==> src/sv/lz5sd_pkg.sv <==
// Package for the LZ5 sprite decompressor.
// Shared constants, register indexes and controller/datapath interface structs.
// No dependencies.
package lz5sd_pkg;

    localparam int WIN_DEPTH   = 1024;
    localparam int WIN_AW      = $clog2(WIN_DEPTH);
    localparam int PIX_PER_GRP = 8;
    localparam int GRP_W       = 64;
    localparam int CNT_W       = 4;
    localparam int DIM_W       = 15;
    localparam int LEN_W       = 2 * DIM_W;
    localparam int RUN_W       = 9;
    localparam int DIST_W      = 11;

    localparam logic [0:0] REG_WIDTH  = 1'b0;
    localparam logic [0:0] REG_HEIGHT = 1'b1;

    localparam logic [1:0] STATUS_OK    = 2'd0;
    localparam logic [1:0] STATUS_EARLY = 2'd1;
    localparam logic [1:0] STATUS_SHORT = 2'd2;

    typedef struct packed {
        logic accept;
        logic rd;
        logic pix_wr;
        logic push_empty;
    } lz5sd_cmd_t;

    typedef struct packed {
        logic run;
        logic is_copy;
        logic empty;
        logic last_pix;
        logic out_free;
    } lz5sd_stat_t;

endpackage

==> src/sv/lz5sd_ctrl.sv <==
// Controller state machine of the LZ5 sprite decompressor.
// Depends on lz5sd_pkg.
module lz5sd_ctrl (
    input  logic                 aclk,
    input  logic                 aresetn,
    input  logic                 s_valid,
    output logic                 s_ready,
    input  lz5sd_pkg::lz5sd_stat_t stat,
    output lz5sd_pkg::lz5sd_cmd_t  cmd
);
    import lz5sd_pkg::*;

    localparam logic [2:0] S_IDLE  = 3'd0;
    localparam logic [2:0] S_LIT   = 3'd1;
    localparam logic [2:0] S_CRD   = 3'd2;
    localparam logic [2:0] S_CWR   = 3'd3;
    localparam logic [2:0] S_EMPTY = 3'd4;

    logic [2:0] state_reg, state_next;

    always_comb begin
        state_next     = state_reg;
        cmd            = '0;
        s_ready        = 1'b0;
        unique case (state_reg)
            S_IDLE: begin
                s_ready    = 1'b1;
                cmd.accept = s_valid;
                if (s_valid) begin
                    if (stat.run) begin
                        state_next = stat.is_copy ? S_CRD : S_LIT;
                    end else if (stat.empty) begin
                        state_next = S_EMPTY;
                    end
                end
            end
            S_LIT: begin
                if (stat.out_free) begin
                    cmd.pix_wr = 1'b1;
                    if (stat.last_pix) state_next = S_IDLE;
                end
            end
            S_CRD: begin
                cmd.rd     = 1'b1;
                state_next = S_CWR;
            end
            S_CWR: begin
                if (stat.out_free) begin
                    cmd.pix_wr = 1'b1;
                    state_next = stat.last_pix ? S_IDLE : S_CRD;
                end
            end
            S_EMPTY: begin
                if (stat.out_free) begin
                    cmd.push_empty = 1'b1;
                    state_next     = S_IDLE;
                end
            end
            default: state_next = S_IDLE;
        endcase
    end

    always_ff @(posedge aclk) begin
        if (!aresetn) begin
            state_reg <= S_IDLE;
        end else begin
            state_reg <= state_next;
        end
    end

endmodule

==> config.mk <==
export PLATFORM = sky130hd
export DESIGN_NAME = lz5sd_ctrl
export DESIGN_NICKNAME = d
export VERILOG_FILES = /design/src/sv/lz5sd_pkg.sv /design/src/sv/lz5sd_ctrl.sv
export SDC_FILE = /design/constraint.sdc
export NUM_CORES = 1
export LEC_CHECK = 0
export BUFFER_PORTS_ARGS = -buffer_cell sky130_fd_sc_hd__buf_2
export CORE_AREA = 10 10 47 49
export DETAILED_ROUTE_END_ITERATION = 7
export DIE_AREA = 0 0 57 59
export PLACE_DENSITY = 0.48
export RECOVER_POWER = 100
export SETUP_SLACK_MARGIN = 0.2
export SLEW_MARGIN = 0
export SYNTH_ARGS = -nofsm -noshare
export SYNTH_HDL_FRONTEND = slang
export SYNTH_SLANG_ARGS = --single-unit
==> constraint.sdc <==
create_clock -name aclk -period 3.07 [get_ports aclk]
set_clock_uncertainty 0.05 [all_clocks]
set_input_delay 0.1535 -clock aclk [delete_from_list [all_inputs] [get_ports aclk]]
set_output_delay 0.1535 -clock aclk [all_outputs]
set_load 0.02 [all_outputs]
---- Yosys cells after proc, flatten, opt, wreduce, memory -nomap -nowiden ----
Cells that the tools add are included.
word-level totals
  bits in registers ....................... 3
  bits of input ports ..................... 8
  output and inout bits ................... 5
  logic and storage cells ................. 30
operators by class
  equal/unequal tests ..................... 10
  muxes and demuxes ....................... 16
  reduce and logical (&&, ||, !) cells .... 3
operators by type and width
  cell                                                              count
  3-bit 2-to-1 mux                                                  7
  3-bit one-hot mux with 5 select lines                             1
  2-bit != test (second input constant)                             5
  3-bit by 2-bit == test with 1-bit output (second input constant)  2
  1-bit 2-to-1 mux                                                  6
  6-bit AND reduction                                               1
  2-bit 2-to-1 mux                                                  2
  3-bit by 1-bit == test with 1-bit output (second input constant)  1
  3-bit == test (second input constant)                             1
  3-bit zero test                                                   1
  3-bit != test (second input constant)                             1
  2-bit OR reduction                                                1

---- Logic depth before layout (Yosys ltp) ----
Gate-level depths: netlist (run 1).
  depth in word-level cells ............... 4
  gate-level depth with buffers ........... 5
  gate-level depth less buffers ........... 4

---- Least setup slack after synthesis (run 1) ----
Ideal clock, no wire load.
  path type ............................... flip-flop to flip-flop
  start point ............................. register state_reg[0]
  end point ............................... register state_reg[0]
  data arrival time ....................... 1.238 ns
  data required time ...................... 2.948 ns
  path slack .............................. 1.710 ns
  stages on the path, launching flop included .. 6
  path buffers ............................ 1
  period minus slack after synthesis ...... 1.360 ns
  cell sequence ........................... dfxtp_1 > buf_6 > nor3_2 > a22oi_2 > o21ai_2 > mux2i_1
between the ends
  cells in the longest elaborated chain, start to end .. 3
  elaborated cells on any way between the ends .. 13
  classes of those cells .................. 10 x eq/ne; 1 x mux; 2 x reduce/logical
RTL lines
  item                                                              RTL line          text
  start: declaration                                                lz5sd_ctrl.sv:19  logic [2:0] state_reg, state_next;
  start signal: assignment                                          lz5sd_ctrl.sv:67  state_reg <= state_next;
  3-bit by 1-bit == test with 1-bit output (tied with other cells)  lz5sd_ctrl.sv:25  unique case (state_reg)
  2-bit != test (no source line) or 3-bit != test (tied branches)   n/a
  6-bit AND reduction (no source line)                              n/a
Parallel ways exist; a longest one is shown, timed or not.
A chain may end at the register's enable or synchronous reset.

==> flow_summary.yaml, run 1 <==
run_status:
  outcome: "finished clean"
global_routing:
  antenna_found_initial: 0
  grt_pass1_vias: 283
  overflow: 0
  grt_pass1_wl_um: 1150
  grt_use_total_pct: 4.11
  grt_max_degree: 10
floorplanning:
  rows: 14
  core_area_um2: 1400
  design.die.area_um2: 3360
  initial_core_util_pct: 17.8
  pin_count: 13
  die_y_um: 59
  fp.dieW_um: 57
timing:
  setup_viol: 0
  relSlewSlack_pct: 70.8
  hold_viol: 0
  period_needed_ns: 1.58
  worst_pin_slew_ns: 0.434
  period_share_pct: 51.3
  maxSlewViolCount: 0
  tns_ns: 0
  rsz0062_at_grt: "false"
  max_freq_ghz: 0.634
synthesis:
  synth_top_area_share_pct: 24.1
  synthCells: 32
  synth.avg_cell_area_um2: 7.78
  yosys_warnings: 0
  yosysTopAreaCell: "dfxtp_1"
  synth_nets: 40
  yosysUniqueCellTypes: 18
  netlist_top_cells_area: "dfxtp_1 (24%), mux2i_1 (8.0%), nand2_1 (7.5%), a21oi_1 (6.0%), nor2_1 (6.0%)"
  synth-seq-area-share_pct: 24.1
  syn_area_um2: 249
  yosys_register_bits: 3
clock_network:
  cts_setup_buffers: 0
  clockRootBuffer: "clkbuf_4"
  cts_inserted_buffers: 3
  cts_tree: "built"
  clk_pin_slew_worst_paths_ns: 0.04
  ctsHoldBuffers: 0
  cts_buffer_depth: 2
  cts_htree_levels: 1
  cts_sinks: 3
  cts_resized: 0
  clk_latency_ns: 0.23
drt:
  vias_per_cell: 4.33
  antenna_left: 0
  drtIter0Drc: 5
  first_pass_iters: 2
  drt_wl_total_um: 666
  drc: 0
  vias: 273
  wl_per_cell_um: 10.6
place:
  gp_congestion: 0.663
  port_buffers: 12
  placed_cells: 59
layout:
  finish.utilization_pct: 23.5
  area_growth_pct: 32.2
  fill_cells: 173
  largest_reg_flops: 3
  layout_commonest_cell: "buf_2"
  drive_above_1_share_pct: 29.8
  diodes: 0
  final_nets: 56
  final_cell_mix: "buf_2 (9), nand2_1 (5), nor2_1 (4), clkbuf_1 (4)"
  seq_area_um2: 60.1
  final_cells: 63
  multi_input_area_um2: 163
worst_setup_path:
  worstPathCellList: "nor2b_1, and2_1, clkbuf_1"
  max_stage_delay_ns: 0.46
  startpoint_type: "flip-flop"
  cp_num_cells: 3
  path_max_fanout: 9
  worst-path-buf-inv: 1
  cp-end-kind: "output port"
  slowest_stage: "dfxtp_1"
  worst_ep_required_time_ns: 2.87
  r2r_cells: 4
  crit_arrival_ns: 1.37
  crit_family: "flip-flops"
  worstSetupPathType: "flip-flop to output port"
pwr:
  p_total_uw: 205
  p_leak_nw: 0.144
  peakVddDrop_v: 0.000146
  power.density_nw_per_um2: 622
min_path:
  holdPathStages: 2
  hold_path.class: "primary input to flip-flop"
run:
  maxCapViolCount: 0
worst register-to-register path, stage by stage (launching register included):
cell and delay, ns:
dfxtp_1 0.46, nor2b_1 0.29, a21oi_1 0.06, o21ai_0 0.37
mux2i_1 0.23
metrics by stage:
stage	instance area, um^2	hold slack (ns)	setup slack, ns
CTS	344	0.130	1.59
global route	329	0.122	1.34
floorplan	249	0.221	1.71
detailed placement	318	0.376	1.74
global placement	318	0.379	1.72
finish	329	0.111	1.49
path summary, 6_finish.rpt:
check                                  start           end  slack [ns]
worst max-delay path            state_reg[0]        cmd[1]        1.49
worst min-delay path                 stat[0]  state_reg[1]        0.11
worst max register to register  state_reg[0]  state_reg[0]        1.53
worst min register to register  state_reg[2]  state_reg[2]        0.48
per-layer routing:
metal  GRT usage (%)  part of all wire, %
met1            4.04                   39
met2            7.13                   54
met3            1.93                  6.6
met4            2.01                    0
met5               0                    0
cell families after synthesis:
family                 share of synthesized area (%)
AND/OR/NAND/NOR                                 39.7
AO/OA/AOI/OAI                                   22.1
flip-flops                                      24.1
multiplexers                                    8.04
buffers and inverters                           6.03
cell type report:
type / instances / share of cell area [%]
clock buffer: 4 / 7.98
inverter: 1 / 1.14
multi-input combinational: 27 / 49.4
sequential: 3 / 18.3
tap: 16 / 6.08
timing repair buffer: 12 / 17.1
cell usage after synthesis:
| cell type | n |
|---|---|
| and3_1 | 1 |
| or3_1 | 1 |
| o32ai_1 | 1 |
| o21ai_2 | 1 |
| nand2_1 | 5 |
| nor2b_2 | 1 |
| nor2_1 | 4 |
| inv_1 | 1 |
| a22oi_2 | 1 |
| nand2b_4 | 1 |
| nor3_2 | 1 |
| a21oi_1 | 3 |
| o21ai_0 | 2 |
| mux2i_1 | 2 |
| dfxtp_1 | 3 |
| and2_1 | 2 |
| buf_6 | 1 |
| nor3b_1 | 1 |
power by group:
group	internal [mW]	switching (mW)	total (mW)
clock network	0.0487	0.0201	0.0687
logic	0.0346	0.0454	0.0800
registers	0.0453	0.0107	0.0559
total	0.129	0.0761	0.205
(Power assumes the default switching activity.)
==> run 2, diff against run 1 <==
PLACE_DENSITY = 0.49   (was 0.48)
clock period = 1.4 ns   (was 3.07 ns; I/O delays follow)
==> run 2 against run 1 <==
Effect of this change: utilization is 7.9 points higher; sequential share of layout area shrank 2.0 points; sequential power is 150% higher; critical path depth increased by 1; via count grew 7.3%; wire length grew 10%; cell count is 7.9% higher; clock-buffer cell count did not move; register-to-register slack worse by 1.3 ns; clock power rose by 120%; critical path type unchanged.
==> flow_summary.yaml, run 2 (synthesis results as in run 1) <==
pwr:
  p_leak_nw: 0.191
  power.density_nw_per_um2: 1270
  p_total_uw: 559
  peakVddDrop_v: 0.000299
timing:
  period_share_pct: 87.4
  setup_viol: 0
  hold_viol: 0
  relSlewSlack_pct: 83.0
  maxSlewViolCount: 0
  rsz0062_at_grt: "true"
  tns_ns: 0
  worst_pin_slew_ns: 0.256
  period_needed_ns: 1.22
  max_freq_ghz: 0.818
worst_setup_path:
  crit_top_cell: "buf_6"
  worstSetupPathType: "flip-flop to output port"
  crit_arrival_ns: 1.10
  worstPathCellList: "nor2_4, buf_6, and3_4, buf_6"
  max_stage_delay_ns: 0.36
  slowest_stage: "dfxtp_4"
  worst_ep_required_time_ns: 1.28
  startpoint_type: "flip-flop"
  cp-end-kind: "output port"
  path_max_fanout: 5
floorplanning:
  fp.dieW_um: 57
  pin_count: 13
  die_y_um: 59
  initial_core_util_pct: 17.8
  design.die.area_um2: 3360
  rows: 14
  core_area_um2: 1400
clock_network:
  cts_htree_levels: 1
  clk_latency_ns: 0.23
  clk_pin_slew_worst_paths_ns: 0.04
  cts_inserted_buffers: 3
  cts_buffer_depth: 2
  clockRootBuffer: "clkbuf_4"
  cts_tree: "built"
  cts_sinks: 3
drt:
  drtIter0Drc: 4
  drc: 0
  first_pass_iters: 4
  wl_per_cell_um: 10.8
  drt_wl_total_um: 734
  vias: 293
  antenna_left: 0
  vias_per_cell: 4.31
layout:
  diodes: 0
  area_growth_pct: 76.4
  multi_input_area_um2: 200
  finish.utilization_pct: 31.3
  layout_commonest_cell: "buf_2"
  drive_above_1_share_pct: 55.8
  largest_reg_flops: 3
  final_nets: 61
  seq_area_um2: 71.3
  final_cell_mix: "buf_2 (7), nand2_1 (5), clkbuf_4 (4), buf_6 (4)"
  fill_cells: 173
place:
  gp_congestion: 0.692
  dp_hpwl_um: 572
  port_buffers: 12
min_path:
  hold_path.class: "primary input to flip-flop"
run:
  maxCapViolCount: 0
global_routing:
  antenna_found_initial: 0
  grt_use_total_pct: 4.42
  grt_pass1_vias: 314
  grt_max_degree: 8
  grt_pass1_wl_um: 1220
  overflow: 0
run_status:
  outcome: "finished clean"
-- run 2: changes by cell type in the layout (fill, tap and decap cells not counted), sizes merged --
cell / change
buf: +5
-- run 2: critical path: cells and delay by family (launching register included) --
kind / cells / cell delay, ns
AND/OR/NAND/NOR: 2 / 0.29
flip-flops: 1 / 0.36
buffers and inverters: 2 / 0.21
-- run 2: worst paths after layout --
kind	slack, ns	depth (start not counted)	to	start
hold reg to reg	0.48	2	state_reg[2]	state_reg[2]
setup reg to reg	0.19	5	state_reg[2]	state_reg[0]
hold / removal	0.06	2	state_reg[1]	stat[0]
setup / recovery	0.18	4	cmd[0]	state_reg[0]
-- run 2: power by group --
part	switching, mW	internal, mW	leakage (nW)
Sequential	0.0327	0.104	0.0267
Combinational	0.124	0.150	0.149
Clock	0.0413	0.107	0.0150
Total	0.198	0.361	0.191
-- run 2: per-stage QoR --
| stage | hold WS (ns) | std cells | instance area [um^2] | setup slack (ns) |
|---|---|---|---|---|
| after floorplan | 0.130 | 32 | 258 | 0.202 |
| after global placement | 0.298 | 61 | 342 | 0.182 |
| after detailed placement | 0.295 | 61 | 342 | 0.182 |
| after CTS | 0.0465 | 67 | 417 | 0.180 |
| after global routing | 0.0761 | 68 | 439 | 0.119 |
| final | 0.0577 | 68 | 439 | 0.177 |
-- run 2: final cells by class --
| class | count | share of cell area (%) |
|---|---|---|
| multi-input cells | 27 | 45.6 |
| repair buffers | 17 | 26.8 |
| flip-flops and latches | 3 | 16.2 |
| clock buffers | 4 | 5.98 |
| well taps | 16 | 4.56 |
| inverters | 1 | 0.855 |
-- run 2: metal layers --
layer	part of all wire, %	track usage (%)
met5	0	0
met4	0	3.02
met3	6.9	1.72
met2	58	7.75
met1	34	4.18
-- run 2: what timing repair did --
action                     CTS  global route
pin swaps                    3             2
setup endpoints to repair    6             6
hold buffers                 0             0
buffers inserted             2             1
gates resized for setup     11             5
==> run 3, diff against run 2 <==
==> constraint.sdc (replaced) <==
create_clock -name aclk -period 1.4 [get_ports aclk]
set_clock_uncertainty 0.05 [all_clocks]
set_input_delay 0.21 -clock aclk [delete_from_list [all_inputs] [get_ports aclk]]
set_output_delay 0.21 -clock aclk [all_outputs]
set_load 0.02 [all_outputs]
==> run 3 against run 2 <==
Effect of this change: non-clock buffer count unchanged; hold slack improved by 0.13 ns; combinational power increased by 12%; sequential share of layout area decreased by 0.53 points; die area unchanged; total power increased by 4.4%; cell area decreased by 0.28%; maximum frequency decreased by 8.0%; sequential power decreased by 4%; critical path depth decreased by 1; critical path type unchanged.
==> flow_summary.yaml, run 3 (synthesis results as in run 1) <==
run_status:
  outcome: "finished clean"
timing:
  hold_viol: 0
  maxSlewViolCount: 0
  worst_pin_slew_ns: 0.255
  rsz0062_at_grt: "true"
  period_share_pct: 95.0
  period_needed_ns: 1.33
  tns_ns: 0
  setup_viol: 0
  max_freq_ghz: 0.752
  relSlewSlack_pct: 83.1
drt:
  first_pass_iters: 4
  wl_met2_um: 406
  drc: 0
  wl_met3_um: 69
  drtIter0Drc: 9
  wl_per_cell_um: 10.6
  antenna_left: 0
  vias_per_cell: 4.29
  wl_met1_um: 243
  dr.max_layer_used: "met3"
  drt_wl_total_um: 718
  vias: 292
pwr:
  power.density_nw_per_um2: 1330
  p_leak_nw: 0.200
  p_total_uw: 583
  peakVddDrop_v: 0.000336
layout:
  diodes: 0
  largest_reg_flops: 3
  final_cell_mix: "buf_2 (7), nand2_1 (5), buf_6 (4), buf_4 (4)"
  layout_commonest_cell: "buf_2"
  finish.instance_area_um2: 438
  fill_cells: 161
  final_nets: 61
  drive_above_1_share_pct: 57.7
  area_growth_pct: 75.9
  final_cells: 68
global_routing:
  antenna_found_initial: 0
  grt_pass1_vias: 302
  grt_use_total_pct: 4.50
  grt_max_degree: 7
  grt_pass1_wl_um: 1220
  overflow: 0
clock_network:
  clockRootBuffer: "clkbuf_4"
  clk_latency_ns: 0.23
  cts_sinks: 3
  clk_pin_slew_worst_paths_ns: 0.03
  cts_tree: "built"
  cts_inserted_buffers: 3
  cts_buffer_depth: 2
  cts_htree_levels: 1
worst_setup_path:
  r2r_cells: 6
  path_max_fanout: 4
  crit_arrival_ns: 1.07
  r2r_slack_ns: 0.13
  reg2reg_to: "state_reg[2]"
  r2r-start: "state_reg[2]"
  worst_ep_required_time_ns: 1.14
  worstSetupPathType: "flip-flop to output port"
  cp-end-kind: "output port"
  startpoint_type: "flip-flop"
floorplanning:
  design.die.area_um2: 3360
  die_y_um: 59
  fp.dieW_um: 57
  rows: 14
  pin_count: 13
  initial_core_util_pct: 17.8
  core_area_um2: 1400
min_path:
  hold_path.startpoint: "stat[0]"
  hold_path.class: "primary input to flip-flop"
  holdPathStages: 2
  hold_path_end: "state_reg[1]"
place:
  gp_congestion: 0.661
  placed_cells: 60
  port_buffers: 12
  dp_hpwl_um: 576
  place_area_um2: 340
run:
  maxCapViolCount: 0
[run 3: how the worst max path moves through the flow]
stage	start	slack, ns	end	cells past startpoint
3_5_place_dp	state_reg[0]	0.14	state_reg[2]	4
3_3_place_gp	state_reg[0]	0.16	state_reg[2]	4
4_1_cts	state_reg[0]	0.07	cmd[1]	3
6_report	state_reg[1]	0.07	cmd[0]	3
2_1_floorplan	state_reg[0]	0.20	state_reg[2]	5
5_1_grt	state_reg[2]	0.01	cmd[3]	3
[run 3: cell type report]
type | instances | area (um^2) | share of cell area [%]
inverters | 1 | 3.75 | 0.857
clock buffers | 4 | 26.3 | 6.00
well taps | 16 | 20.0 | 4.57
multi-input cells | 27 | 200 | 45.7
repair buffers | 17 | 119 | 27.1
flip-flops and latches | 3 | 68.8 | 15.7
[run 3: what timing repair did]
item                                    in CTS  in global routing
endpoints found under the setup margin       8                  8
buffers inserted                             4                  0
pin swaps                                    2                  3
hold buffers                                 0                  0
gates cloned                                 0                  0
resized for setup                           15                  2
[run 3: worst max-delay path, cell delays in order, from the launching register on]
cell and delay [ns]:
dfxtp_4 0.35, nor2_2 0.15, and3_1 0.17, clkbuf_2 0.16
[run 3: stage by stage]
stage	utilization, %	hold slack [ns]	worst slack, ns
2_1_floorplan	-	0.270	0.200
3_5_place_dp	24.3	0.437	0.142
6_report	31.3	0.191	0.0703
4_1_cts	31.6	0.189	0.0726
5_1_grt	31.3	0.192	0.0125
3_3_place_gp	24.3	0.440	0.163
[run 3: report_power, final]
group          internal, mW  leakage [nW]  switching, mW  total (mW)
Combinational         0.172         0.158          0.134       0.306
Clock                 0.106        0.0150         0.0399       0.146
Sequential            0.102        0.0264         0.0284       0.131
[run 3: metal layers]
layer | global-route usage (%) | vias up
li1 | - | 150
met1 | 3.94 | 136
met2 | 7.60 | 6
met3 | 2.79 | 0
met4 | 3.02 | 0
met5 | 0 | -
